`src/rtl/core/multi_servo_pulse_sequencer_macros.svh`:
```
// Assertion helpers shared by the sequencer modules.
// Each expects clk and rst_n in scope.
`ifndef MULTI_SERVO_PULSE_SEQUENCER_MACROS_SVH
`define MULTI_SERVO_PULSE_SEQUENCER_MACROS_SVH

// Same-cycle implication.
`define MSPS_ASSERT_NOW(lbl, ante, cons, msg) \
    lbl: assert property (@(posedge clk) disable iff (!rst_n) (ante) |-> (cons)) \
        else $error(msg);

// Next-cycle implication.
`define MSPS_ASSERT_NEXT(lbl, ante, cons, msg) \
    lbl: assert property (@(posedge clk) disable iff (!rst_n) (ante) |=> (cons)) \
        else $error(msg);

`endif

```
`src/rtl/core/msps_pkg.sv`:
```
`default_nettype none

package msps_pkg;

    localparam int DEF_MAX_SERVOS = 16;
    localparam int DEF_TICK_WIDTH = 16;

    localparam int FIELD_W      = 16;
    localparam int COUNT_W      = 5;
    localparam int SLOT_TOTAL_W = 21;

    localparam logic [COUNT_W-1:0] GAP_MARK        = 5'd16;
    localparam logic [COUNT_W-1:0] RST_SERVO_COUNT = 5'd8;
    localparam logic [FIELD_W-1:0] RST_FRAME_TICKS = 16'd40000;
    localparam logic [FIELD_W-1:0] RST_MIN_GAP     = 16'd100;

    typedef enum logic [1:0] {
        REG_SERVO_COUNT = 2'd0,
        REG_FRAME_TICKS = 2'd1,
        REG_MIN_GAP     = 2'd2,
        REG_RUN_ENABLE  = 2'd3
    } cfg_reg_e;

    typedef enum logic {
        OP_TICK  = 1'b0,
        OP_WRITE = 1'b1
    } op_e;

    typedef struct packed {
        logic               operation;
        logic [3:0]         servo_index;
        logic [FIELD_W-1:0] pulse_ticks;
        logic [FIELD_W-1:0] slot_ticks;
        logic               connected;
    } in_item_t;

    typedef struct packed {
        logic [FIELD_W-1:0] servo_pins;
        logic [COUNT_W-1:0] active_servo;
        logic               in_gap;
    } out_item_t;

    typedef struct packed {
        logic [COUNT_W-1:0] servo_count;
        logic [FIELD_W-1:0] frame_ticks;
        logic [FIELD_W-1:0] min_gap_ticks;
        logic               run_enable;
    } cfg_t;

endpackage

`default_nettype wire

```
`src/rtl/core/msps_cfg_regs.sv`:
```
`default_nettype none

module msps_cfg_regs
    import msps_pkg::*;
(
    input  wire logic               clk,
    input  wire logic               rst_n,
    input  wire logic               wr_en,
    input  wire logic [1:0]         wr_index,
    input  wire logic [FIELD_W-1:0] wr_data,
    output cfg_t                    cfg
);

    cfg_t cfg_reg;
    cfg_t cfg_next;

    always_comb
    begin
        cfg_next = cfg_reg;
        if (wr_en)
        begin
            case (wr_index)
                REG_SERVO_COUNT: cfg_next.servo_count   = wr_data[COUNT_W-1:0];
                REG_FRAME_TICKS: cfg_next.frame_ticks   = wr_data;
                REG_MIN_GAP:     cfg_next.min_gap_ticks = wr_data;
                REG_RUN_ENABLE:  cfg_next.run_enable    = wr_data[0];
                default:         cfg_next = cfg_reg;
            endcase
        end
    end

    always_ff @(posedge clk or negedge rst_n)
    begin
        if (!rst_n)
        begin
            cfg_reg.servo_count   <= RST_SERVO_COUNT;
            cfg_reg.frame_ticks   <= RST_FRAME_TICKS;
            cfg_reg.min_gap_ticks <= RST_MIN_GAP;
            cfg_reg.run_enable    <= 1'b0;
        end
        else
        begin
            cfg_reg <= cfg_next;
        end
    end

    assign cfg = cfg_reg;

endmodule

`default_nettype wire

```
`src/rtl/core/msps_engine.sv`:
```
`default_nettype none
`include "multi_servo_pulse_sequencer_macros.svh"

module msps_engine
    import msps_pkg::*;
#(
    parameter int MAX_SERVOS = DEF_MAX_SERVOS,
    parameter int TICK_WIDTH = DEF_TICK_WIDTH
)
(
    input  wire logic     clk,
    input  wire logic     rst_n,
    input  wire logic     step,
    input  wire in_item_t item,
    input  wire cfg_t     cfg,
    output out_item_t     res
);

    localparam int CW = $clog2(MAX_SERVOS + 2);
    localparam int IW = (MAX_SERVOS > 1) ? $clog2(MAX_SERVOS) : 1;
    localparam int TW = TICK_WIDTH;
    localparam int CUR_RST = (int'(RST_SERVO_COUNT) > MAX_SERVOS) ? MAX_SERVOS
                                                                   : int'(RST_SERVO_COUNT);
    localparam logic [31:0] FRAME_RST32 = 32'(RST_FRAME_TICKS);

    logic [TW-1:0]           pulse_tab_reg [MAX_SERVOS];
    logic [TW-1:0]           slot_tab_reg  [MAX_SERVOS];
    logic [MAX_SERVOS-1:0]   conn_tab_reg;

    logic [CW-1:0]           cur_reg,         cur_next;
    logic                    started_reg,     started_next;
    logic [TW-1:0]           next_start_reg,  next_start_next;
    logic [TW-1:0]           pulse_off_reg,   pulse_off_next;
    logic                    pulse_active_reg, pulse_active_next;
    logic [SLOT_TOTAL_W-1:0] slot_total_reg,  slot_total_next;
    logic [MAX_SERVOS-1:0]   pin_levels_reg,  pin_levels_next;

    logic [5:0]              sc6;
    logic [5:0]              cnt6;
    logic [CW-1:0]           count_eff;
    logic [5:0]              idx6;
    logic [IW-1:0]           wr_idx;
    logic                    wr_en;
    logic [31:0]             pulse32;
    logic [31:0]             slot32;
    logic [31:0]             frame32;
    logic [31:0]             gap32;
    logic [31:0]             rd_slot32;
    logic [CW-1:0]           slot_inc;
    logic [CW-1:0]           sel_slot;
    logic [IW-1:0]           sel_idx;
    logic [SLOT_TOTAL_W-1:0] total_base;
    logic [TW-1:0]           rd_pulse;
    logic [TW-1:0]           rd_slot;
    logic                    rd_conn;
    logic [MAX_SERVOS-1:0]   sel_onehot;
    logic [31:0]             pins32;
    logic [5:0]              cur6;

    // Effective servo count: 0 acts as 1, clamp to MAX_SERVOS.
    assign sc6  = {1'b0, cfg.servo_count};
    assign cnt6 = (sc6 == 6'd0) ? 6'd1
                : ((sc6 > 6'(MAX_SERVOS)) ? 6'(MAX_SERVOS) : sc6);
    assign count_eff = cnt6[CW-1:0];

    assign idx6    = {2'b00, item.servo_index};
    assign wr_idx  = idx6[IW-1:0];
    assign wr_en   = step && (item.operation == OP_WRITE) && (idx6 < 6'(MAX_SERVOS));
    assign pulse32 = 32'(item.pulse_ticks);
    assign slot32  = 32'(item.slot_ticks);
    assign frame32 = 32'(cfg.frame_ticks);

    always_ff @(posedge clk or negedge rst_n)
    begin
        if (!rst_n)
        begin
            for (int i = 0; i < MAX_SERVOS; i++)
            begin
                pulse_tab_reg[i] <= '0;
                slot_tab_reg[i]  <= '0;
            end
            conn_tab_reg <= '0;
        end
        else if (wr_en)
        begin
            pulse_tab_reg[wr_idx] <= pulse32[TW-1:0];
            slot_tab_reg[wr_idx]  <= slot32[TW-1:0];
            conn_tab_reg[wr_idx]  <= item.connected;
        end
    end

    always_comb
    begin
        cur_next          = cur_reg;
        started_next      = started_reg;
        next_start_next   = next_start_reg;
        pulse_off_next    = pulse_off_reg;
        pulse_active_next = pulse_active_reg;
        slot_total_next   = slot_total_reg;
        pin_levels_next   = pin_levels_reg;

        slot_inc   = started_reg ? (cur_reg + 1'b1) : cur_reg;
        sel_slot   = (slot_inc > count_eff) ? '0 : slot_inc;
        total_base = (slot_inc > count_eff) ? '0 : slot_total_reg;
        sel_idx    = sel_slot[IW-1:0];
        rd_pulse   = pulse_tab_reg[sel_idx];
        rd_slot    = slot_tab_reg[sel_idx];
        rd_conn    = conn_tab_reg[sel_idx];
        rd_slot32  = 32'(rd_slot);
        sel_onehot = '0;
        sel_onehot[sel_idx] = 1'b1;

        if ({5'b0, cfg.frame_ticks} < slot_total_reg)
            gap32 = 32'(cfg.min_gap_ticks);
        else
            gap32 = 32'(cfg.frame_ticks - slot_total_reg[FIELD_W-1:0]);

        if (step && (item.operation == OP_TICK))
        begin
            if (!cfg.run_enable)
            begin
                cur_next          = count_eff;
                started_next      = 1'b0;
                next_start_next   = frame32[TW-1:0];
                pulse_off_next    = '0;
                pulse_active_next = 1'b0;
                slot_total_next   = '0;
                pin_levels_next   = '0;
            end
            else
            begin
                // pulse countdown first, so a pulse ending with its slot frees the start
                if (pulse_active_reg)
                begin
                    if (pulse_off_reg != '0)
                        pulse_off_next = pulse_off_reg - 1'b1;
                    if (pulse_off_next == '0)
                    begin
                        pin_levels_next   = '0;
                        pulse_active_next = 1'b0;
                    end
                end
                if (next_start_reg != '0)
                    next_start_next = next_start_reg - 1'b1;

                if ((next_start_next == '0) && !pulse_active_next)
                begin
                    started_next = 1'b1;
                    if (slot_inc != count_eff)
                    begin
                        cur_next = sel_slot;
                        if (rd_conn && (rd_pulse != '0))
                        begin
                            pin_levels_next   = pin_levels_next | sel_onehot;
                            pulse_active_next = 1'b1;
                            pulse_off_next    = rd_pulse;
                        end
                        next_start_next = rd_slot;
                        slot_total_next = total_base + rd_slot32[SLOT_TOTAL_W-1:0];
                    end
                    else
                    begin
                        cur_next          = slot_inc;
                        pulse_active_next = 1'b0;
                        pulse_off_next    = '0;
                        next_start_next   = gap32[TW-1:0];
                    end
                end
            end
        end

        pins32 = 32'(pin_levels_next);
        cur6   = 6'(cur_next);
        res.servo_pins = pins32[FIELD_W-1:0];
        if (cur_next < count_eff)
        begin
            res.active_servo = cur6[COUNT_W-1:0];
            res.in_gap       = 1'b0;
        end
        else
        begin
            res.active_servo = GAP_MARK;
            res.in_gap       = 1'b1;
        end
    end

    always_ff @(posedge clk or negedge rst_n)
    begin
        if (!rst_n)
        begin
            cur_reg          <= CW'(CUR_RST);
            started_reg      <= 1'b0;
            next_start_reg   <= FRAME_RST32[TW-1:0];
            pulse_off_reg    <= '0;
            pulse_active_reg <= 1'b0;
            slot_total_reg   <= '0;
            pin_levels_reg   <= '0;
        end
        else
        begin
            cur_reg          <= cur_next;
            started_reg      <= started_next;
            next_start_reg   <= next_start_next;
            pulse_off_reg    <= pulse_off_next;
            pulse_active_reg <= pulse_active_next;
            slot_total_reg   <= slot_total_next;
            pin_levels_reg   <= pin_levels_next;
        end
    end

    `MSPS_ASSERT_NOW(a_pin_needs_pulse, pin_levels_reg != '0, pulse_active_reg, "pin high with no pulse running")
    `MSPS_ASSERT_NOW(a_one_pin_high, 1'b1, $onehot0(pin_levels_reg), "more than one pin high")
    `MSPS_ASSERT_NOW(a_pulse_count_live, pulse_active_reg, pulse_off_reg != '0, "active pulse with empty countdown")

endmodule

`default_nettype wire

```
`src/rtl/core/multi_servo_pulse_sequencer.sv`:
```
// Channel   Signals                           Width    Transaction
// item      item_valid item_ready item        in_item_t  tick or table write
// result    result_valid result_ready result  out_item_t pins and slot after each item
// cfg       cfg_valid cfg_ready cfg_index/data 2 / 16   register write, always ready
//
// One item per cycle sustained while result_ready holds; each item gives one result after acceptance
// (input register, then sequencer update into the result register).
// Reset is asynchronous: sequencer idle, tables zero, registers at defaults.
// A stalled result holds the result register; the input register keeps taking items
// until it is also occupied.
`default_nettype none
`include "multi_servo_pulse_sequencer_macros.svh"

module multi_servo_pulse_sequencer
    import msps_pkg::*;
#(
    parameter int MAX_SERVOS = DEF_MAX_SERVOS,
    parameter int TICK_WIDTH = DEF_TICK_WIDTH
)
(
    input  wire logic               clk,
    input  wire logic               rst_n,
    input  wire logic               item_valid,
    output logic                    item_ready,
    input  wire in_item_t           item,
    output logic                    result_valid,
    input  wire logic               result_ready,
    output out_item_t               result,
    input  wire logic               cfg_valid,
    output logic                    cfg_ready,
    input  wire logic [1:0]         cfg_index,
    input  wire logic [FIELD_W-1:0] cfg_data
);

    in_item_t  in_reg;
    logic      in_valid_reg, in_valid_next;
    out_item_t res_reg;
    logic      res_valid_reg, res_valid_next;
    out_item_t res_comb;
    cfg_t      cfg;
    logic      advance;

    assign cfg_ready    = 1'b1;
    assign advance      = in_valid_reg && (!res_valid_reg || result_ready);
    assign item_ready   = !in_valid_reg || advance;
    assign result_valid = res_valid_reg;
    assign result       = res_reg;

    msps_cfg_regs u_cfg (
        .clk      (clk),
        .rst_n    (rst_n),
        .wr_en    (cfg_valid && cfg_ready),
        .wr_index (cfg_index),
        .wr_data  (cfg_data),
        .cfg      (cfg)
    );

    msps_engine #(
        .MAX_SERVOS (MAX_SERVOS),
        .TICK_WIDTH (TICK_WIDTH)
    ) u_engine (
        .clk   (clk),
        .rst_n (rst_n),
        .step  (advance),
        .item  (in_reg),
        .cfg   (cfg),
        .res   (res_comb)
    );

    always_comb
    begin
        in_valid_next = in_valid_reg;
        if (item_valid && item_ready)
            in_valid_next = 1'b1;
        else if (advance)
            in_valid_next = 1'b0;

        res_valid_next = res_valid_reg;
        if (advance)
            res_valid_next = 1'b1;
        else if (result_ready)
            res_valid_next = 1'b0;
    end

    always_ff @(posedge clk or negedge rst_n)
    begin
        if (!rst_n)
        begin
            in_valid_reg  <= 1'b0;
            res_valid_reg <= 1'b0;
        end
        else
        begin
            in_valid_reg  <= in_valid_next;
            res_valid_reg <= res_valid_next;
        end
    end

    always_ff @(posedge clk)
    begin
        if (item_valid && item_ready)
            in_reg <= item;
        if (advance)
            res_reg <= res_comb;
    end

    `MSPS_ASSERT_NEXT(a_accept_loads, item_valid && item_ready, in_valid_reg, "accepted item not held")
    `MSPS_ASSERT_NEXT(a_stall_keeps_item, in_valid_reg && !advance, in_valid_reg, "stalled item dropped")
    `MSPS_ASSERT_NEXT(a_advance_fills, advance, res_valid_reg, "processed item gave no result")

endmodule

`default_nettype wire
```
`config.mk`:
```
export PLATFORM = sky130hd
export DESIGN_NAME = multi_servo_pulse_sequencer
export DESIGN_NICKNAME = d
export VERILOG_FILES = /design/src/rtl/core/msps_pkg.sv /design/src/rtl/core/msps_cfg_regs.sv /design/src/rtl/core/msps_engine.sv /design/src/rtl/core/multi_servo_pulse_sequencer.sv
export VERILOG_INCLUDE_DIRS = /design/src /design/src/rtl/core
export SDC_FILE = /design/constraint.sdc
export NUM_CORES = 1
export LEC_CHECK = 0
export BUFFER_PORTS_ARGS = -buffer_cell sky130_fd_sc_hd__buf_4
export CORE_ASPECT_RATIO = 0.9
export CORE_MARGIN = 1.5
export CORE_UTILIZATION = 44
export CTS_CLUSTER_DIAMETER = 80
export DETAILED_ROUTE_END_ITERATION = 7
export GPL_ROUTABILITY_DRIVEN = 1
export GPL_TIMING_DRIVEN = 0
export PLACE_DENSITY = 0.69
export SLEW_MARGIN = 40
export SYNTH_ARGS = -nofsm -noshare
export SYNTH_HDL_FRONTEND = slang
export SYNTH_HIERARCHICAL = 1
export SYNTH_SLANG_ARGS = --single-unit
```
`constraint.sdc`:
```
create_clock -name clk -period 10.9 [get_ports clk]
set_clock_uncertainty 0.1 [all_clocks]
set_input_delay 1.635 -clock clk [delete_from_list [all_inputs] [get_ports clk]]
set_output_delay 1.635 -clock clk [all_outputs]
set_load 0.01 [all_outputs]
```
* Word-level counts from Yosys, hierarchy flattened
Index checks and enable logic that the tools add are counted.
** Storage, ports and cells
- Register bits after elaboration :: 704
- Word-level logic and storage cells :: 180
- Input port bits :: 61
- Output and inout bits :: 25
** Operators by class
- Bitwise gates (word level) :: 4
- Equal/unequal tests :: 6
- Multiplexer cells :: 69
- Reductions and logical operators :: 30
- Order comparisons :: 12
- Add/subtract/negate cells :: 5
** Operator list (count)
- 256-bit bitwise mux :: 2
- 16-bit two-way mux :: 30
- 16-bit binary-select mux with 4-bit select :: 2
- 21-bit two-way mux :: 4
- 16-bit demux with 4-bit select :: 1
- 16-bit nonzero test :: 3
- 5-bit two-way mux :: 8
- 16-bit zero test :: 2
- 16-bit by 1-bit subtractor with 16-bit output, second input constant :: 2
- 21-bit by 16-bit adder with 21-bit output :: 1
- 16-bit by 21-bit < comparator with 1-bit output :: 1
- 1-bit two-way mux :: 18
- 16-bit bitwise mux :: 1
- 16-bit bitwise OR :: 1
- 16-bit subtractor :: 1
- 4-bit by 5-bit < comparator with 1-bit output, second input constant :: 3
- 5-bit greater-or-equal comparator, second input constant :: 2
- 1-bit logical AND :: 10
- 4-bit NOT with 5-bit output :: 2
- 2-bit AND reduction :: 5
- 1-bit demux with 4-bit select :: 2
- 4-bit by 1-bit greater-or-equal comparator with 1-bit output, second input constant :: 2
- 6-bit zero test :: 1
- 5-bit by 1-bit adder with 5-bit output, second input constant :: 1
- other kinds (15) :: 21

* Logic depth before layout (Yosys ltp)
- Depth in word-level cells :: 17
- Depth in mapped cells :: 31
- Depth with buffers taken out :: 26

* Hierarchy
Netlist, hierarchy kept.
** By module, submodules not included
- msps_engine :: area an instance 30878.4 µm², cells each 2763, times used 1, seq. area each 15122.0 µm²
- multi_servo_pulse_sequencer :: area an instance 1916.8 µm², cells each 70, times used 1, seq. area each 1851.8 µm²
- msps_cfg_regs :: area an instance 1559.0 µm², cells each 82, times used 1, seq. area each 962.2 µm²

* Worst setup path after synthesis
Ideal clock, no wire load.
- Path kind :: register to register
- From :: register u_engine.started_reg
- To :: register u_engine.slot_total_reg[17]
- Arrival :: 6.767 ns
- Setup time :: 0.082 ns
- Path buffers :: 6
- Data required time :: 10.718 ns
- Stages on the path, launching flop included :: 30
- Path slack :: 3.951 ns
- Clock period less this slack :: 6.949 ns
- Path through :: dfrtp_1 buf_1 nand4_1 xor2_1 clkinv_1 ha_1 and3_1 nand3_1 o21ai_1 clkbuf_1 clkbuf_1 clkbuf_1 buf_1 buf_2 nand4_1 o221ai_1 o21ai_0 a211oi_1 inv_1 ha_1 a21o_1 a21o_1 a2111oi_0 nor3_1 nor2_1 a21oi_1 a41oi_1 a2111oi_0 or2_2 a31oi_1
** On the way
- Cells in the longest elaborated chain, start to end :: 11
- Elaborated cells between the ends (all ways) :: 15
- Classes of those cells :: 1 x add/sub; 1 x order compare; 2 x eq/ne; 9 x mux; 1 x bitwise; 1 x reduce/logical
** RTL lines
- from (decl) :: RTL line msps_engine.sv:31 : logic started_reg, started_next;
- from (signal assigned) :: RTL line msps_engine.sv:202 : started_reg <= started_next;
- 5-bit two-way mux (*) :: RTL line msps_engine.sv:102 : slot_inc = started_reg ? (cur_reg + 1'b1) : cur_reg;
- 5-bit greater-than comparator :: RTL line msps_engine.sv:103, msps_engine.sv:104
- 5-bit two-way mux :: RTL line msps_engine.sv:103 : sel_slot = (slot_inc > count_eff) ? '0 : slot_inc;
- 4-bit NOT with 5-bit output (not written as such) :: RTL line msps_engine.sv:107 : rd_slot = slot_tab_reg[sel_idx];
- 16-bit binary-select mux with 4-bit select :: RTL line msps_engine.sv:107
- 16-bit two-way mux (not written as such) (2 in series) :: RTL line msps_engine.sv:107
- 21-bit by 16-bit adder with 21-bit output :: RTL line msps_engine.sv:159 : slot_total_next = total_base + rd_slot32[SLOT_TOTAL_W-1:0];
- 21-bit two-way mux :: RTL line msps_engine.sv:149 : if (slot_inc != count_eff)
- 21-bit two-way mux :: RTL line msps_engine.sv:146 : if ((next_start_next == '0) && !pulse_active_next)
- 21-bit two-way mux :: RTL line msps_engine.sv:120 : if (!cfg.run_enable)
- to (signal assigned) :: RTL line msps_engine.sv:206 : slot_total_reg <= slot_total_next;
- to (decl) :: RTL line msps_engine.sv:35 : logic [SLOT_TOTAL_W-1:0] slot_total_reg, slot_total_next;
Mark *: on every way between the ends. The rest lies on a longest branch, timed or not. The select of a mux whose other input is x is not followed.
A chain may end at the register's enable or synchronous reset.

* Final worst setup path
Ends and elaborated chain as after synthesis.

==> results by group <==
Worst setup path
  • Buffers and inverters on the worst path: 7
  • Critical Path AT: 10660 ps
  • Delay of the slowest cell on the worst path: 680 ps
  • CP max stage cell: buf_1
  • Endpoint class of the critical path: flip-flop
  • CP Data Required Time: 11370 ps
  • Top Family by Delay on Critical Path: buffers and inverters
  • Cell mode on critical path: clkbuf_1
  • Start-to-end type of the worst setup path: flip-flop to flip-flop
  • Critical path launch point type: flip-flop
  • Critical path peak fanout: 10

Synthesis
  • Synthesized netlist net count: 3022
  • Flip-flop and latch count after synthesis: 704
  • Number of unique standard cell types used by synthesis: 82
  • Mapped Area: 34350 sq um
  • Number of enable-type register cells in the synthesized netlist: 60
  • Proportion of register bits with asynchronous set or reset after synthesis: 91.48%
  • Sequential-to-total area share from yosys stat: 52.21%
  • Syn Inst Count: 2915
  • Yosys Warn Count: 6
  • Average cell area after synthesis: 11.79 sq um
  • Leading register cell type out of synthesis: dfrtp_1

Floorplanning
  • Vertical extent of the die: 268.1 um
  • Effective utilization at floorplan: 44.30%
  • Standard cell core area: 77550 sq um
  • Io pins: 86
  • # rows: 97
  • Die Footprint: 79770 sq um
  • Width of the chip: 297.5 um

Timing
  • Final WS setup: 708.0 ps
  • Transition time at the pin with the least slew margin: 985.3 ps
  • Share of the clock period used by the worst path after layout: 93.50%
  • Worst slew margin relative to its limit: 34.31%
  • Final Max Slew Viols: 0
  • Setup TNS Final: 0 ps
  • Final Setup Violations: 0
  • Maximum achievable frequency: 98.12 MHz
  • Hold Vio Cnt, Final: 0
  • Clock period minus worst slack: 10190 ps
  • Unrepaired setup endpoints after global routing: no

Final layout
  • Area added between synthesis and finish: 14.29%
  • Area taken by multi-input logic gates: 15430 sq um
  • Final cell count without fillers: 4189
  • Top library cells by usage in the layout, fill and taps aside: 629 x dfrtp_1, 551 x mux2_2, 164 x clkbuf_1, 157 x and3_1, 149 x nand2_1
  • Number of filler instances in the final layout: 6792
  • Util after Layout: 50.63%
  • Number of antenna diodes: 0
  • Final Net Count: 3194
  • Leading cell type in the layout, fill and taps excluded: dfrtp_1
  • Register cell area after layout: 17940 sq um
  • Ratio of cells with drive above 1 in the final layout: 28.83%

GRT
  • Antenna violations before repair: 3
  • Largest net degree at the start of global routing: 112
  • Global-route congestion overflow total: 0
  • Global router's overall resource usage: 27.04%
  • Number of global-route vias before repair: 25.32k
  • Wire length of the first global-routing pass: 162800 um

Clock network
  • Clk pin slew, worst setup/hold paths: 70 ps
  • Quantity of gates resized following cts: 0
  • Total CTS buffers: 76
  • Library cell used as clock root buffer: clkbuf_16
  • Clk buf depth: 3
  • Clock latency on the worst-skew pair: 670 ps
  • Clock Sinks: 704
  • Number of hold buffers added after cts: 0
  • Count of H-tree levels built during CTS: 3
  • CTS tree: built
  • Number of buffers inserted to repair setup after CTS: 0

Place
  • Number of placed cells counting well taps: 4047
  • Final weighted congestion in routability-driven placement: 0.9172
  • Half-perimeter wire length after placement: 71970 um
  • Port-buffer cells: 84
  • Post-Place Worst Slack: 439.3 ps

Pwr
  • Power density over the cells: 240.6 nW/um^2
  • Pleak: 17.55 nW
  • VDD IR-drop max: 0.0001489 V

Drt
  • Initial DRT Pass Iterations: 6
  • Remaining number of nets flagged by the antenna check after routing: 0
  • Detailed-route vias per instance: 6.260
  • Mean routed wirelength per cell: 25.94 um
  • Number of design rule violations left after detail routing: 0
  • Number of DRC markers in iteration 0: 2922
  • Total length of routed wires: 108700 um
  • Vias after detailed routing: 26.22k

Run
  • Max-cap viol count: 0

Worst hold path
  • Class of the worst hold path: flip-flop to flip-flop

Outcome
  • Status: completed
==> cell type report <==
cell class              count  share of cell area [%]
clock buffers             109                   5.596
plain buffers             223                   2.447
flip-flops and latches    704                   45.68
well taps                1039                   3.311
multi-input cells        1938                   39.31
inverters                  50                  0.4780
clock inverters            32                   1.007
repair buffers             94                   2.173
==> synth_stat cells (46+ instances only) <==
cell type  instances  area, sq um
a21oi_1           85        425.4
mux2_2           551         6205
a22oi_1          119        893.4
nand3_1           55        275.3
a21boi_0          59        442.9
nand2_1          149        559.3
o41ai_1           58        508.0
inv_1             46        172.7
edfxtp_1          60         1802
o21ai_0           70        350.3
dfrtp_1          629        15740
and3_1           157        982.2
clkbuf_1         197        739.5
nor2_1           124        465.5
==> tightest hold or removal path: cells and delay by family (launching register included) <==
family             cells  cell delay (ps)
AOI/OAI and AO/OA      1               50
DFF                    1              340
and+or+nand+nor        1               50
==> through the flow <==
stage	hold slack, ps	power (mW)	cell area, sq um
floorplan	335.5	5.319	34350
global placement	360.0	6.560	36280
detailed placement	366.9	6.645	36620
CTS	381.3	9.328	39210
global route	392.4	9.789	39260
finish	381.1	9.445	39260
==> final timing paths <==
| path | depth (start not counted) | start | endpoint | slack (ps) |
|---|---|---|---|---|
| hold reg to reg | 2 | u_engine/slot_total_reg[6] | u_engine/slot_total_reg[6] | 380 |
| max in group asynchronous | 4 | rst_n | u_engine/pulse_tab_reg[3] | 8320 |
| min in group asynchronous | 1 | rst_n | u_engine/pulse_tab_reg[188] | 790 |
| setup reg to reg | 27 | u_engine/started_reg | u_engine/slot_total_reg[17] | 710 |
| hold / removal | 2 | u_engine/slot_total_reg[6] | u_engine/slot_total_reg[6] | 380 |
| setup / recovery | 27 | u_engine/started_reg | u_engine/slot_total_reg[17] | 710 |
==> logic make-up (layout without fill, tap and decap cells) <==
family,after synthesis,after routing,share of synthesized area [%]
AOI/OAI and AO/OA,579,579,11.92
muxes,596,596,19.66
adders and majority gates,46,46,1.719
other,1,1,0.01092
buffers and inverters,273,508,3.154
xor gates and xnor gates,31,31,0.7903
DFF,704,704,52.21
and+or+nand+nor,685,685,10.54
==> layer usage <==
layer / vias up / GRT usage [%] / share of wire, %
li1: 11210 / - / -
met1: 13430 / 39.28 / 44
met2: 1344 / 39.82 / 43
met3: 246 / 5.748 / 9.3
met4: 0 / 9.790 / 3.5
met5: - / 0 / 0
==> report_power, final <==
part	leakage, nW	switching, mW	internal, mW
Sequential	8.91	0.322	3.16
Clock	1.27	1.15	1.52
Combinational	7.37	2.20	1.09
No activity file was read; power rests on OpenSTA's default activity.
